<file path="src/hw/rtl/vt220_key_sequence_decoder_macros.svh">
// Assertion macros shared by the VT220 key decoder RTL.
`ifndef VT220_KEY_SEQUENCE_DECODER_MACROS_SVH
`define VT220_KEY_SEQUENCE_DECODER_MACROS_SVH

`ifndef SYNTH
// Clocked check that is held off while reset is asserted.
`define VKD_ASSERT(lbl, clk, rstn, prop) \
    lbl: assert property (@(posedge clk) disable iff (!(rstn)) (prop)) \
        else $error("vkd assertion failed");
// Clocked check that also holds during reset.
`define VKD_ASSERT_ALWAYS(lbl, clk, prop) \
    lbl: assert property (@(posedge clk) (prop)) \
        else $error("vkd assertion failed");
`else
`define VKD_ASSERT(lbl, clk, rstn, prop)
`define VKD_ASSERT_ALWAYS(lbl, clk, prop)
`endif

`endif

</file>
<file path="src/hw/rtl/vkd_pkg.sv">
// Package with the types and constants of the VT220 key sequence decoder.
package vkd_pkg;

    typedef enum logic [5:0] {
        PS_IDLE  = 6'b000001,
        PS_ESC   = 6'b000010,
        PS_SS3   = 6'b000100,
        PS_CSI   = 6'b001000,
        PS_PARAM = 6'b010000,
        PS_TAIL  = 6'b100000
    } parse_state_t;

    localparam logic [1:0] KIND_CHAR = 2'd0;
    localparam logic [1:0] KIND_KEY  = 2'd1;
    localparam logic [1:0] KIND_UNK  = 2'd2;
    localparam logic [1:0] KIND_RSVD = 2'd3;

    localparam logic [7:0] CH_NUL      = 8'h00;
    localparam logic [7:0] CH_LF       = 8'h0A;
    localparam logic [7:0] CH_CR       = 8'h0D;
    localparam logic [7:0] CH_ESC      = 8'h1B;
    localparam logic [7:0] CH_LBRACKET = 8'h5B;
    localparam logic [7:0] CH_SS3      = 8'h4F;
    localparam logic [7:0] CH_TILDE    = 8'h7E;
    localparam logic [7:0] CH_A        = 8'h41;
    localparam logic [7:0] CH_D        = 8'h44;
    localparam logic [7:0] CH_P        = 8'h50;
    localparam logic [7:0] CH_S        = 8'h53;
    localparam logic [7:0] CH_0        = 8'h30;
    localparam logic [7:0] CH_1        = 8'h31;
    localparam logic [7:0] CH_3        = 8'h33;
    localparam logic [7:0] CH_6        = 8'h36;
    localparam logic [7:0] CH_9        = 8'h39;

    localparam logic [4:0] KEY_UP   = 5'd0;
    localparam logic [4:0] KEY_PF1  = 5'd4;
    localparam logic [4:0] KEY_FIND = 5'd8;
    localparam logic [4:0] KEY_F7   = 5'd14;
    localparam logic [4:0] KEY_F11  = 5'd18;
    localparam logic [4:0] KEY_F17  = 5'd22;
    localparam logic [4:0] KEY_LAST = 5'd25;

    typedef struct packed {
        logic       valid;
        logic [7:0] rx_byte;
    } in_item_t;

    typedef struct packed {
        logic       valid;
        logic [1:0] key_kind;
        logic [7:0] char_value;
        logic [4:0] key_id;
    } result_t;

endpackage

</file>
<file path="src/hw/rtl/vkd_input_stage.sv">
// Input register of the VT220 key decoder: holds one received byte.
module vkd_input_stage (
    input  logic             aclk,
    input  logic             aresetn,
    input  logic             s_valid,
    output logic             s_ready,
    input  logic [7:0]       s_rx_byte,
    input  logic             take,
    output vkd_pkg::in_item_t item
);
    import vkd_pkg::*;

    logic       valid_reg, valid_next;
    logic [7:0] byte_reg;

    assign s_ready    = !valid_reg || take;
    assign valid_next = s_ready ? s_valid : valid_reg;

    always_ff @(posedge aclk) begin
        if (!aresetn) begin
            valid_reg <= 1'b0;
        end else begin
            valid_reg <= valid_next;
        end
    end

    always_ff @(posedge aclk) begin
        if (s_valid && s_ready) begin
            byte_reg <= s_rx_byte;
        end
    end

    assign item.valid   = valid_reg;
    assign item.rx_byte = byte_reg;

endmodule

</file>
<file path="src/hw/rtl/vkd_parse_core.sv">
// Sequence parser of the VT220 key decoder: parse state and result decode.
`include "vt220_key_sequence_decoder_macros.svh"

module vkd_parse_core (
    input  logic             aclk,
    input  logic             aresetn,
    input  logic             cfg_we,
    input  logic             cfg_wdata,
    input  vkd_pkg::in_item_t item,
    input  logic             out_free,
    output logic             take,
    output vkd_pkg::result_t res
);
    import vkd_pkg::*;

    typedef struct packed {
        logic       known;
        logic [4:0] key;
    } fkey_t;

    // Two-digit function key code: tens digit 1..3, units digit 0..9.
    function automatic fkey_t fkey_lookup(input logic [1:0] tens, input logic [3:0] units);
        fkey_t r;
        r = '0;
        case (tens)
            2'd1: begin
                if (units >= 4'd8 && units <= 4'd9) begin
                    r.known = 1'b1;
                    r.key   = KEY_F7 + 5'(units - 4'd8);
                end
            end
            2'd2: begin
                if (units <= 4'd1) begin
                    r.known = 1'b1;
                    r.key   = KEY_F7 + 5'd2 + 5'(units);
                end else if (units >= 4'd3 && units <= 4'd6) begin
                    r.known = 1'b1;
                    r.key   = KEY_F11 + 5'(units - 4'd3);
                end
            end
            2'd3: begin
                if (units >= 4'd1 && units <= 4'd4) begin
                    r.known = 1'b1;
                    r.key   = KEY_F17 + 5'(units - 4'd1);
                end
            end
            default: r = '0;
        endcase
        return r;
    endfunction

    parse_state_t state_reg, state_next;
    logic [7:0]   saved_digit_reg, saved_digit_next;
    logic [4:0]   pending_key_reg, pending_key_next;
    logic         pending_known_reg, pending_known_next;
    logic         skip_nul_reg;
    logic [7:0]   b;
    logic         skip;
    fkey_t        fk;

    assign take = out_free;
    assign b    = item.rx_byte;
    assign skip = skip_nul_reg && (b == CH_NUL);
    assign fk   = fkey_lookup(saved_digit_reg[1:0], b[3:0]);

    always_comb begin
        state_next         = state_reg;
        saved_digit_next   = saved_digit_reg;
        pending_key_next   = pending_key_reg;
        pending_known_next = pending_known_reg;
        res                = '0;
        if (item.valid && take && !skip) begin
            case (state_reg)
                PS_ESC: begin
                    if (b == CH_NUL) begin
                        state_next     = PS_IDLE;
                        res.valid      = 1'b1;
                        res.key_kind   = KIND_CHAR;
                        res.char_value = CH_ESC;
                    end else if (b == CH_LBRACKET) begin
                        state_next = PS_CSI;
                    end else if (b == CH_SS3) begin
                        state_next = PS_SS3;
                    end else begin
                        state_next   = PS_IDLE;
                        res.valid    = 1'b1;
                        res.key_kind = KIND_UNK;
                    end
                end
                PS_SS3: begin
                    state_next = PS_IDLE;
                    res.valid  = 1'b1;
                    if (b >= CH_P && b <= CH_S) begin
                        res.key_kind = KIND_KEY;
                        res.key_id   = KEY_PF1 + 5'(b - CH_P);
                    end else if (b >= CH_A && b <= CH_D) begin
                        res.key_kind = KIND_KEY;
                        res.key_id   = KEY_UP + 5'(b - CH_A);
                    end else begin
                        res.key_kind = KIND_UNK;
                    end
                end
                PS_CSI: begin
                    if (b >= CH_A && b <= CH_D) begin
                        state_next   = PS_IDLE;
                        res.valid    = 1'b1;
                        res.key_kind = KIND_KEY;
                        res.key_id   = KEY_UP + 5'(b - CH_A);
                    end else begin
                        saved_digit_next = b;
                        state_next       = PS_PARAM;
                    end
                end
                PS_PARAM: begin
                    if (b == CH_NUL) begin
                        state_next   = PS_IDLE;
                        res.valid    = 1'b1;
                        res.key_kind = KIND_UNK;
                    end else if (b == CH_TILDE) begin
                        state_next = PS_IDLE;
                        res.valid  = 1'b1;
                        if (saved_digit_reg >= CH_1 && saved_digit_reg <= CH_6) begin
                            res.key_kind = KIND_KEY;
                            res.key_id   = KEY_FIND + 5'(saved_digit_reg - CH_1);
                        end else begin
                            res.key_kind = KIND_UNK;
                        end
                    end else begin
                        state_next = PS_TAIL;
                        if (saved_digit_reg >= CH_1 && saved_digit_reg <= CH_3
                                && b >= CH_0 && b <= CH_9) begin
                            pending_known_next = fk.known;
                            pending_key_next   = fk.key;
                        end else begin
                            pending_known_next = 1'b0;
                            pending_key_next   = '0;
                        end
                    end
                end
                PS_TAIL: begin
                    state_next = PS_IDLE;
                    res.valid  = 1'b1;
                    if (pending_known_reg) begin
                        res.key_kind = KIND_KEY;
                        res.key_id   = pending_key_reg;
                    end else begin
                        res.key_kind = KIND_UNK;
                    end
                end
                default: begin
                    state_next = PS_IDLE;
                    if (b == CH_ESC) begin
                        state_next = PS_ESC;
                    end else begin
                        res.valid      = 1'b1;
                        res.key_kind   = KIND_CHAR;
                        res.char_value = (b == CH_CR || b == CH_LF) ? CH_LF : b;
                    end
                end
            endcase
        end
    end

    always_ff @(posedge aclk) begin
        if (!aresetn) begin
            state_reg         <= PS_IDLE;
            saved_digit_reg   <= '0;
            pending_key_reg   <= '0;
            pending_known_reg <= 1'b0;
            skip_nul_reg      <= 1'b0;
        end else begin
            state_reg         <= state_next;
            saved_digit_reg   <= saved_digit_next;
            pending_key_reg   <= pending_key_next;
            pending_known_reg <= pending_known_next;
            if (cfg_we) begin
                skip_nul_reg <= cfg_wdata;
            end
        end
    end

    `VKD_ASSERT(a_esc_enters_seq, aclk, aresetn,
        item.valid && take && !skip && state_reg == PS_IDLE && b == CH_ESC |=> state_reg == PS_ESC)
    `VKD_ASSERT(a_tail_returns_idle, aclk, aresetn,
        item.valid && take && !skip && state_reg == PS_TAIL |=> state_reg == PS_IDLE)
    `VKD_ASSERT(a_key_has_no_char, aclk, aresetn,
        res.valid && res.key_kind != KIND_CHAR |-> res.char_value == CH_NUL)

endmodule

</file>
<file path="src/hw/rtl/vkd_result_reg.sv">
// Result register of the VT220 key decoder: holds one decoded key until taken.
`include "vt220_key_sequence_decoder_macros.svh"

module vkd_result_reg (
    input  logic             aclk,
    input  logic             aresetn,
    input  vkd_pkg::result_t res,
    input  logic             load,
    output logic             out_free,
    output logic             m_valid,
    input  logic             m_ready,
    output logic [1:0]       m_key_kind,
    output logic [7:0]       m_char_value,
    output logic [4:0]       m_key_id
);
    import vkd_pkg::*;

    logic    valid_reg, valid_next;
    result_t data_reg;

    assign out_free = !valid_reg || m_ready;

    always_comb begin
        valid_next = valid_reg;
        if (load) begin
            valid_next = res.valid;
        end else if (m_ready) begin
            valid_next = 1'b0;
        end
    end

    always_ff @(posedge aclk) begin
        if (!aresetn) begin
            valid_reg <= 1'b0;
        end else begin
            valid_reg <= valid_next;
        end
    end

    always_ff @(posedge aclk) begin
        if (load && res.valid) begin
            data_reg <= res;
        end
    end

    assign m_valid      = valid_reg;
    assign m_key_kind   = data_reg.key_kind;
    assign m_char_value = data_reg.char_value;
    assign m_key_id     = data_reg.key_id;

    `VKD_ASSERT(a_valid_key_range, aclk, aresetn,
        m_valid |-> m_key_kind != KIND_RSVD && (m_key_kind != KIND_KEY || m_key_id <= KEY_LAST))

endmodule

</file>
<file path="src/hw/rtl/vt220_key_sequence_decoder.sv">
// Top level of the VT220 keyboard escape sequence decoder.
//
//  Channel   Direction  Handshake          Carries
//  s_        in         s_valid/s_ready    s_rx_byte, one keyboard byte
//  m_        out        m_valid/m_ready    m_key_kind, m_char_value, m_key_id
//  cfg_      in         cfg_we             cfg_wdata, skip_nul_bytes (poll mode)
//
// A byte accepted on the input channel lands in the input register; once
// the result register is free, the parser decodes it against the current
// parse state and, if it completes a key, writes the result register. The
// decoded key is then offered on m_valid from the result register.
// One byte is taken every cycle while results are drained; the combinational
// decode between the input register and the result register sets that rate.
// Reset is synchronous and active low and leaves the parser idle with poll
// mode off. When m_ready is held low with a result waiting, the input
// register takes one more byte and then s_ready drops.
// Bytes that only advance a sequence (ESC, ESC [ and so on) produce no
// result transaction, and in poll mode NUL bytes are absorbed silently.
module vt220_key_sequence_decoder (
    input  logic       aclk,
    input  logic       aresetn,
    input  logic       cfg_we,
    input  logic       cfg_wdata,
    input  logic       s_valid,
    output logic       s_ready,
    input  logic [7:0] s_rx_byte,
    output logic       m_valid,
    input  logic       m_ready,
    output logic [1:0] m_key_kind,
    output logic [7:0] m_char_value,
    output logic [4:0] m_key_id
);
    import vkd_pkg::*;

    in_item_t item;
    result_t  res;
    logic     take;
    logic     out_free;

    // Input register: decouples the sender from the parser.
    vkd_input_stage u_input (
        .aclk      (aclk),
        .aresetn   (aresetn),
        .s_valid   (s_valid),
        .s_ready   (s_ready),
        .s_rx_byte (s_rx_byte),
        .take      (take),
        .item      (item)
    );

    // Parser: walks the escape sequence state and decides the key.
    vkd_parse_core u_parse (
        .aclk      (aclk),
        .aresetn   (aresetn),
        .cfg_we    (cfg_we),
        .cfg_wdata (cfg_wdata),
        .item      (item),
        .out_free  (out_free),
        .take      (take),
        .res       (res)
    );

    // Result register: holds a decoded key until the receiver takes it.
    vkd_result_reg u_result (
        .aclk         (aclk),
        .aresetn      (aresetn),
        .res          (res),
        .load         (item.valid && take),
        .out_free     (out_free),
        .m_valid      (m_valid),
        .m_ready      (m_ready),
        .m_key_kind   (m_key_kind),
        .m_char_value (m_char_value),
        .m_key_id     (m_key_id)
    );

endmodule
</file>
<file path="config.mk">
export PLATFORM = sky130hd
export DESIGN_NAME = vt220_key_sequence_decoder
export DESIGN_NICKNAME = d
export VERILOG_FILES = /design/src/hw/rtl/vkd_pkg.sv /design/src/hw/rtl/vkd_input_stage.sv /design/src/hw/rtl/vkd_parse_core.sv /design/src/hw/rtl/vkd_result_reg.sv /design/src/hw/rtl/vt220_key_sequence_decoder.sv
export VERILOG_INCLUDE_DIRS = /design/src /design/src/hw/rtl
export SDC_FILE = /design/constraint.sdc
export NUM_CORES = 1
export LEC_CHECK = 0
export ABC_AREA = 1
export BUFFER_PORTS_ARGS = -buffer_cell sky130_fd_sc_hd__buf_2
export CORE_UTILIZATION = 40
export CTS_CLUSTER_DIAMETER = 40
export CTS_CLUSTER_SIZE = 30
export DETAILED_ROUTE_END_ITERATION = 8
export HOLD_SLACK_MARGIN = 0.15
export PLACE_DENSITY = 0.6
export SLEW_MARGIN = 20
export SYNTH_ARGS = -nofsm -noshare
export SYNTH_HDL_FRONTEND = slang
export SYNTH_SLANG_ARGS = --single-unit
</file>
<file path="constraint.sdc">
create_clock -name aclk -period 2.3 [get_ports aclk]
set_input_delay 0.23 -clock aclk [delete_from_list [all_inputs] [get_ports aclk]]
set_output_delay 0.23 -clock aclk [all_outputs]
set_load 0.02 [all_outputs]
</file>
==> metrics.yaml, run 1 <==
ctsHtreeMaxLevel: 2
insertion_delay_ns: 0.30
synth_seq_cells: 46
reg2reg_to: "u_result.m_char_value[7]"
final.period_utilization_pct: 91.91
min-delay-start: "aresetn"
synth_warnings: 0
fin_crit_ns: 2.114
relSlewSlack_pct: 66.51
drc: 0
first_pass_iters: 4
crit_required_ns: 2.31
vias: 2814
clkTransAtPathRegs_ns: 0.09
antenna_found_initial: 0
dieArea_sq_um: 7886
floorplan.initialDensity_pct: 41.56
syn_area_sq_um: 3014
hold_violations: 0
r2r_setup_slack_ns: 0.19
antenna_left: 0
cp_cell_sequence: "inv_2 -> buf_4 -> ha_1 -> nand2_1 -> nand2_2 -> nand3_1 -> nand3_1 -> nand2_1 -> inv_1 -> buf_12"
crit_family: "simple AND/OR/NAND/NOR gates"
skew_ns: 0.01275
cp_max_fo: 15
grt_max_degree: 19
dr.first_iter.drc_count: 170
hp-class: "input port to flip-flop"
grt_pass1_vias: 2624
worst-path-buf-inv: 4
track_usage_pct: 22.20
synth.avg_cell_area_sq_um: 7.424
die_h_microns: 88.81
critPathKind: "flip-flop to flip-flop"
cp-end-kind: "flip-flop"
timing.rr.start: "u_input.byte_reg[3]"
nets: 492
synth_cells: 406
tightest_slew_ns: 0.4993
drv_cap: 0
total_leakage_power_uw: 0.001617
arrival_ns: 2.13
diodes: 0
mostFrequentLayoutCell: "nand2_1"
min_path_cells: 3
holdPathEnd: "u_parse.saved_digit_reg[1]"
numClockSinks: 46
drt-total-wl_microns: 8018
cpPeakStageDelay_ns: 0.47
finalSetupViolations: 0
fmax_mhz: 473.0
drive_above_1_share_pct: 18.36
grt_first_pass_wirelength_microns: 12970
startpoint_type: "flip-flop"
yosysSeqAreaShare_pct: 38.19
avgViaCountPerCell: 5.007
final.setup.tns_ns: 0
fin_total_pwr_uw: 1714
core-area_sq_um: 7253
pin_count: 31
cts.path.max_buffers: 2
ys_types: 33
die_w_microns: 88.81
final_cell_mix: "nand2_1 (88), nand3_1 (48), inv_1 (47), nor2_1 (42), buf_2 (30)"
cpMaxStageDelayCell: "edfxtp_1"
portBuffers: 30
cts_tree: "done"
power.density_nw_per_um2: 480.0
wl_per_cell_microns: 14.27
cts.root.buffer_cell: "clkbuf_8"
rsz0062_at_grt: "false"
rr_worst_depth: 10
area_growth_pct: 18.47
slew_violations: 0
rows: 31
dp_hpwl_microns: 6443
gp_congestion: 0.9206
gr-total-overflow: 0
fillers: 749
numCtsBuffers: 5
status: "complete, no violations"
synth_nets: 436
peakVddDrop_uv: 257.8
where the power goes:
part           internal [uW]  switching [uW]
clock network            286             263
registers                889            22.6
logic                   93.8             160
worst max-delay path by stage:
| stage | cells after the start | slack [ns] | end | start |
|---|---|---|---|---|
| 2_1_floorplan | 9 | 0.03 | u_result.m_char_value[0] | u_input.byte_reg[2] |
| 3_3_place_gp | 10 | 0.19 | u_result.m_char_value[6] | u_input.byte_reg[3] |
| 3_5_place_dp | 10 | 0.14 | u_result.m_char_value[5] | u_input.byte_reg[3] |
| 4_1_cts | 10 | 0.11 | u_result.m_char_value[5] | u_input.byte_reg[3] |
| 5_1_grt | 13 | 0.0005 | u_result.m_key_id[4] | u_input.byte_reg[2] |
| 6_report | 10 | 0.19 | u_result.m_char_value[7] | u_input.byte_reg[3] |
logic make-up (layout without fill, tap and decap cells):
family | after synthesis | in the layout | share of synthesized area [%]
and+or+nand+nor | 214 | 214 | 33.79
AOI/OAI and AO/OA | 61 | 61 | 10.71
buffers and inverters | 61 | 118 | 8.343
DFF | 46 | 46 | 38.19
adders and majority gates | 16 | 16 | 6.642
xor gates and xnor gates | 8 | 8 | 2.325
layout make-up:
| class | count | area (sq um) | share of cell area [%] |
|---|---|---|---|
| timing repair buffer | 53 | 360.3 | 10.09 |
| inverter | 57 | 214.0 | 5.992 |
| tap | 99 | 123.9 | 3.469 |
| multi-input combinational | 299 | 1619 | 45.34 |
| clock buffer | 8 | 102.6 | 2.873 |
| sequential | 46 | 1151 | 32.24 |
repair_timing:
action,in CTS,in global routing
setup buffers,0,1
setup endpoints to repair,0,15
hold buffers,10,0
endpoints found under the hold margin,9,0
gates resized for setup,0,6
synthesized netlist by cell type:
cell type  number  area, sq um
o21ai_0        16        80.08
nand3_1        48        240.2
buf_6           3        33.78
nand4_1         8        50.05
xnor2_1         3        26.28
clkbuf_1        1        3.750
nand2_1        88        330.3
nor2_4          7        78.83
ha_1           16        200.2
nand3b_1        3        22.52
a21oi_2         1        8.760
xor2_1          5        43.79
nor2_1         42        157.7
nand2_2         6        37.54
nand2_4         2        22.52
a21boi_1        1        7.510
nand3_2         1        10.01
o211ai_1        2        15.01
nor4_2          1        12.51
inv_1          50        187.7
inv_2           6        22.52
o21ai_1        10        50.05
dfxtp_1        23        460.4
nor3_1          3        15.01
or2_2           1        6.260
edfxtp_1       23        690.7
clkinv_1        1        3.750
a21boi_0        1        7.510
a31oi_1         1        6.260
nor2_2          3        18.77
nor3_4          1        16.27
a21oi_1        28        140.1
a211oi_1        1        7.510
metal layers:
metal	routed length (microns)	track usage, %
met2	3794	36.29
met1	3629	29.85
met5	0	0
met4	190	8.065
met3	404	3.172
worst min-delay path: cells and delay by family:
family | cells | cell delay, ns
buf+inv | 1 | 0.13
compound gates | 2 | 0.11
metrics by stage:
| step | hold slack (ns) | std cells | setup slack, ns | utilization, % | instance area [sq um] |
|---|---|---|---|---|---|
| 5_1_grt | 0.2426 | 562 | 0.0004596 | 49.23 | 3571 |
| 3_5_place_dp | 0.4086 | 543 | 0.1393 | 46.23 | 3353 |
| 4_1_cts | 0.2065 | 561 | 0.1123 | 49.03 | 3556 |
| 3_3_place_gp | 0.4066 | 543 | 0.1948 | 46.23 | 3353 |
| 6_report | 0.2049 | 562 | 0.1860 | 49.23 | 3571 |
| 2_1_floorplan | 0.3235 | 406 | 0.02627 | - | 3014 |
(Power assumes the default switching activity.)
==> run 2, diff against run 1 <==
--- a/config.mk
+++ b/config.mk
@@ -8,12 +8,12 @@
 export LEC_CHECK = 0
 export ABC_AREA = 1
 export BUFFER_PORTS_ARGS = -buffer_cell sky130_fd_sc_hd__buf_2
-export CORE_UTILIZATION = 40
+export CORE_UTILIZATION = 53
 export CTS_CLUSTER_DIAMETER = 40
 export CTS_CLUSTER_SIZE = 30
 export DETAILED_ROUTE_END_ITERATION = 8
 export HOLD_SLACK_MARGIN = 0.15
-export PLACE_DENSITY = 0.6
+export PLACE_DENSITY = 0.76
 export SLEW_MARGIN = 20
 export SYNTH_ARGS = -nofsm -noshare
 export SYNTH_HDL_FRONTEND = slang
==> run 2 against run 1 <==
Effect of this change:
- clock power hardly changed
- final area is 0.28% higher
- worst hold slack worse by 0.0055 ns
- non-clock buffer count is 6 higher
- largest power group unchanged
- register-to-register slack worse by 0.03 ns
- maximum frequency is 1.2% lower
- largest cell class unchanged
- global-route usage is 4.7 points higher
- count of clock-buffer cells in the layout stayed put
- critical endpoint is now u_result.m_char_value[5]
==> metrics.yaml, run 2 (same netlist as run 1, synthesis figures left out) <==
status: "complete, no violations"
critPathKind: "flip-flop to flip-flop"
track_usage_pct: 26.94  # +4.7 points
antenna_found_initial: 0  # unchanged
floorplan.initialDensity_pct: 54.74  # +13 points
crit_required_ns: 2.37  # +0.06 ns
total_leakage_power_uw: 0.001646  # +1.8%
tightest_slew_ns: 0.4573  # -0.04205 ns
die_h_microns: 77.41  # -13%
clkTransAtPathRegs_ns: 0.08  # about the same
antenna_left: 0  # unchanged
fin_total_pwr_uw: 1720  # +0.34%
cts.path.max_buffers: 2  # unchanged
portBuffers: 30  # unchanged
arrival_ns: 2.21  # +0.08 ns
gr-total-overflow: 0  # unchanged
first_pass_iters: 5  # +1
slew_violations: 0  # unchanged
grt_first_pass_wirelength_microns: 12500  # -3.6%
power.density_nw_per_um2: 480.3  # about the same
numCtsBuffers: 5  # unchanged
finish.utilization_pct: 65.03  # +16 points
pre_cts_slack_ns: -0.002239  # -0.1415 ns
dieArea_sq_um: 5992  # -24%
setup_ws_ns: 0.1596  # -0.02643 ns
cp_max_fo: 15  # unchanged
pin_count: 31  # unchanged
avgViaCountPerCell: 5.355  # +6.9%
finalSetupViolations: 0  # unchanged
grt_max_degree: 19  # unchanged
cts_tree: "done"
drc: 0  # unchanged
final_cell_mix: "nand2_1 (88), inv_1 (49), nand3_1 (48), nor2_1 (41), buf_2 (30)"
final_area_sq_um: 3581  # +0.28%
drt-total-wl_microns: 7646  # -4.6%
fmax_mhz: 467.2  # -1.2%
gp_congestion: 0.9105  # -1.1%
relSlewSlack_pct: 69.33  # +2.8 points
vias: 2897  # +2.9%
insertion_delay_ns: 0.30  # about the same
wl_per_cell_microns: 14.13  # -0.94%
numClockSinks: 46  # unchanged
post_dp_cell_area_sq_um: 3352  # about the same
dr.first_iter.drc_count: 203  # +19%
ctsHtreeMaxLevel: 2  # unchanged
hold_violations: 0  # unchanged
final.period_utilization_pct: 93.06  # +1.1 points
peakVddDrop_uv: 331.8  # +29%
fin_crit_ns: 2.140  # +0.02643 ns
core-area_sq_um: 5507  # -24%
die_w_microns: 77.41  # -13%
rsz0062_at_grt: "false"
mostFrequentLayoutCell: "nand2_1"
drive_above_1_share_pct: 18.55  # +0.19 points
hp-class: "input port to flip-flop"
startpoint_type: "flip-flop"
rows: 27  # -13%
cp-end-kind: "flip-flop"
diodes: 0  # unchanged
grt_pass1_vias: 2709  # +3.2%
dp_hpwl_microns: 5989  # -7.1%
area_growth_pct: 18.80
skew_ns: 0.006007  # -0.006742 ns
cts.root.buffer_cell: "clkbuf_8"
drv_cap: 0  # unchanged
nets: 498  # +1.2%
[run 2: cell types whose count changed in the layout (fill, tap and decap cells not counted), sizes merged]
cell,previous run,this run
buf,43,49
clkinvlp,0,1
inv,56,55
[run 2: through the flow]
stage / instances / hold WS, ns / setup TNS (ns)
after global routing: 541 / 0.2072 / 0
after detailed placement: 522 / 0.4081 / -0.02505
final: 541 / 0.1994 / 0
after global placement: 522 / 0.4062 / 0
after CTS: 540 / 0.1931 / 0
after floorplan: 406 / 0.3235 / 0
[run 2: layout make-up]
class / count / area (sq um)
Sequential cell: 46 / 1151
Tap cell: 72 / 90.09
Timing Repair Buffer: 59 / 405.4
Multi-Input combinational cell: 299 / 1614
Clock buffer: 8 / 102.6
Inverter: 57 / 217.7
Fill cell: 506 / 1926
[run 2: final timing paths]
| path | slack, ns | endpoint | cells after the start | start |
|---|---|---|---|---|
| setup / recovery | 0.16 | u_result.m_char_value[5] | 10 | u_input.byte_reg[1] |
| hold / removal | 0.20 | u_result.m_valid | 4 | m_ready |
| setup reg to reg | 0.16 | u_result.m_char_value[5] | 10 | u_input.byte_reg[1] |
| hold reg to reg | 0.47 | u_parse.saved_digit_reg[5] | 2 | u_parse.saved_digit_reg[5] |
[run 2: what timing repair did]
action                                  in CTS  in global routing
hold endpoints to repair                     9                  0
endpoints found under the setup margin      15                 16
resized for setup                            1                  1
setup buffers                                0                  1
hold buffers                                10                  0
[run 2: worst max-delay path, stage by stage (launching register included)]
cell	delay, ns
edfxtp_1	0.43
inv_1	0.20
ha_1	0.23
nand2_2	0.12
nor2_1	0.20
nor2_4	0.10
nand3_1	0.13
nand3_1	0.09
nand2_1	0.12
clkinvlp_4	0.12
buf_12	0.16
[run 2: metal layers]
metal	part of all wire [%]	track usage, %	vias to the layer above
met4	4.0	12.83	0
met1	42	32.44	1295
li1	-	-	1459
met3	6.5	4.353	28
met2	47	46.64	115
met5	0	0	-
[run 2: power breakdown]
| part | leakage [uW] | switching, uW | total, uW | internal, uW |
|---|---|---|---|---|
| clock | 0.0000536 | 264 | 549 | 286 |
| sequential | 0.000410 | 20.5 | 910 | 889 |
| combinational | 0.00118 | 161 | 261 | 99.5 |
| total | 0.00165 | 446 | 1720 | 1270 |
==> run 3, diff against run 2 <==
--- a/config.mk
+++ b/config.mk
@@ -14,6 +14,7 @@
 export DETAILED_ROUTE_END_ITERATION = 8
 export HOLD_SLACK_MARGIN = 0.15
 export PLACE_DENSITY = 0.76
+export RECOVER_POWER = 100
 export SLEW_MARGIN = 20
 export SYNTH_ARGS = -nofsm -noshare
 export SYNTH_HDL_FRONTEND = slang
==> run 3 against run 2 <==
Effect of this change:
- via count is 0.21% lower
- first-iteration DRC count shrank 2.5%
- die area is the same
- worst hold slack got worse by 0.0016 ns
- combinational power fell by 3%
- sequential power is essentially flat
- maximum frequency fell by 0.77%
- setup slack worse by 0.017 ns
- clock power barely moved
- critical endpoint is now u_result.m_char_value[2]
- flip-flop and latch count did not move
- power is 0.50% lower
- global-route usage did not move
==> metrics.yaml, run 3 (same netlist as run 1, synthesis figures left out) <==
status: "complete, no violations"
core-area_sq_um: 5507  # unchanged
final.period_utilization_pct: 93.78  # +0.72 points
rows: 27  # unchanged
cts.root.buffer_cell: "clkbuf_8"
vias: 2891  # -0.21%
p_seq_share_pct: 53.2  # +0.3 points
cts.path.max_buffers: 2  # unchanged
diodes: 0  # unchanged
r2r_setup_slack_ns: 0.14  # -0.02 ns
insertion_delay_ns: 0.30  # about the same
peakVddDrop_uv: 330.7  # -0.33%
mostFrequentLayoutCell: "nand2_1"
ctsHtreeMaxLevel: 2  # unchanged
final_area_sq_um: 3516  # -1.8%
power.density_nw_per_um2: 486.8  # +1.3%
track_usage_pct: 26.94  # unchanged
finalSetupViolations: 0  # unchanged
post_dp_cell_area_sq_um: 3352  # unchanged
grt_pass1_vias: 2709  # unchanged
drc: 0  # unchanged
clkTransAtPathRegs_ns: 0.08  # about the same
relSlewSlack_pct: 69.06  # -0.27 points
drt-total-wl_microns: 7680  # +0.44%
numCtsBuffers: 5  # unchanged
fin_total_pwr_uw: 1711  # -0.50%
grt_max_degree: 19  # unchanged
skew_ns: 0.005947  # -0.00005962 ns
drv_cap: 0  # unchanged
nets: 498  # unchanged
pre_cts_slack_ns: -0.002239  # unchanged
pwr-share-clk_pct: 32.1  # +0.2 points
avgViaCountPerCell: 5.344  # -0.21%
cp-end-kind: "flip-flop"
antenna_found_initial: 0  # unchanged
cts_tree: "done"
fin_crit_ns: 2.157  # +0.01657 ns
gr-total-overflow: 0  # unchanged
power_frac_comb_pct: 14.7  # -0.5 points
cp_cell_sequence: "inv_1 -> ha_1 -> nand2_2 -> nor2_4 -> nand2_1 -> nand2_2 -> buf_4 -> nor3_2 -> inv_1 -> nor4_1"
cp_max_fo: 11  # -4
die_w_microns: 77.41  # unchanged
rsz0062_at_grt: "false"
fillers: 521  # +3.0%
startpoint_type: "flip-flop"
dr.first_iter.drc_count: 198  # -2.5%
crit_family: "simple AND/OR/NAND/NOR gates"
power.internal_uw: 1268  # -0.51%
rr_worst_depth: 10  # unchanged
register_area_sq_um: 1151  # unchanged
portBuffers: 30  # unchanged
pin_count: 31  # unchanged
gp_congestion: 0.9105  # unchanged
tightest_slew_ns: 0.4613  # +0.004040 ns
cpMaxStageDelayCell: "edfxtp_1"
hp-class: "input port to flip-flop"
crit_required_ns: 2.39  # +0.02 ns
arrival_ns: 2.25  # +0.04 ns
fmax_mhz: 463.6  # -0.77%
cpPeakStageDelay_ns: 0.39  # -0.04 ns
p_sw_share_pct: 25.92  # about the same
numClockSinks: 46  # unchanged
p_switching_uw: 443.6  # -0.47%
wl_per_cell_microns: 14.20  # +0.44%
final_cell_mix: "nand2_1 (89), inv_1 (51), nand3_1 (48), nor2_1 (41), a21oi_1 (28)"
dieArea_sq_um: 5992  # unchanged
min_path_cells: 3  # -1
setup_ws_ns: 0.1430  # -0.01657 ns
multi_input_area_sq_um: 1579  # -2.2%
area_growth_pct: 16.65
first_pass_iters: 5  # unchanged
hold_violations: 0  # unchanged
slew_violations: 0  # unchanged
worst-path-buf-inv: 3  # unchanged
dp_hpwl_microns: 5989  # unchanged
antenna_left: 0  # unchanged
die_h_microns: 77.41  # unchanged
total_leakage_power_uw: 0.001582  # -3.9%
critPathKind: "flip-flop to flip-flop"
critical_path_depth: 10  # unchanged
grt_first_pass_wirelength_microns: 12500  # unchanged
floorplan.initialDensity_pct: 54.74  # unchanged
drive_above_1_share_pct: 13.86  # -4.7 points
## run 3: per-layer routing
metal / global-route usage (%) / routed length [microns]
met4: 12.83 / 291
met5: 0 / 0
met1: 32.44 / 3226
met2: 46.64 / 3634
met3: 4.353 / 527
## run 3: path summary, 6_finish.rpt
kind	startpoint	end
max	u_input.byte_reg[1]	u_result.m_char_value[2]
min	s_valid	u_input.valid_reg
max reg2reg	u_input.byte_reg[1]	u_result.m_char_value[2]
min reg2reg	u_parse.saved_digit_reg[5]	u_parse.saved_digit_reg[5]
## run 3: what timing repair did
| action | CTS | global route |
|---|---|---|
| setup endpoints to repair | 15 | 16 |
| endpoints found under the hold margin | 9 | 0 |
| hold buffers | 10 | 0 |
| resized for setup | 1 | 1 |
| buffers inserted | 0 | 1 |
| gates cloned | 0 | 0 |
## run 3: tightest hold or removal path, cell delays in order
cell	delay, ns
buf_2	0.09
nand2_1	0.07
a21oi_1	0.06
## run 3: area by class of cell
cell class / instances / share of cell area (%)
Multi-Input combinational cell: 299 / 44.91
Inverter: 57 / 6.121
Clock buffer: 8 / 2.918
Tap cell: 72 / 2.562
Timing Repair Buffer: 59 / 10.75
Sequential cell: 46 / 32.74
## run 3: stage by stage
stage                     hold WS (ns)  instances   TNS, ns  util, %
after global routing            0.2072        541         0    63.85
final                           0.1978        541         0    63.85
after global placement          0.4062        522         0    60.87
after CTS                       0.1931        540         0    64.62
after detailed placement        0.4081        522  -0.02505    60.87
after floorplan                 0.3235        406         0        -
## run 3: power by group through the flow
stage	clock network, uW	registers [uW]	logic [uW]
after global placement	0	928	237
after CTS	563	910	253
after global routing	591	914	276
after detailed placement	0	929	237
final	550	910	252
after floorplan	0	946	133
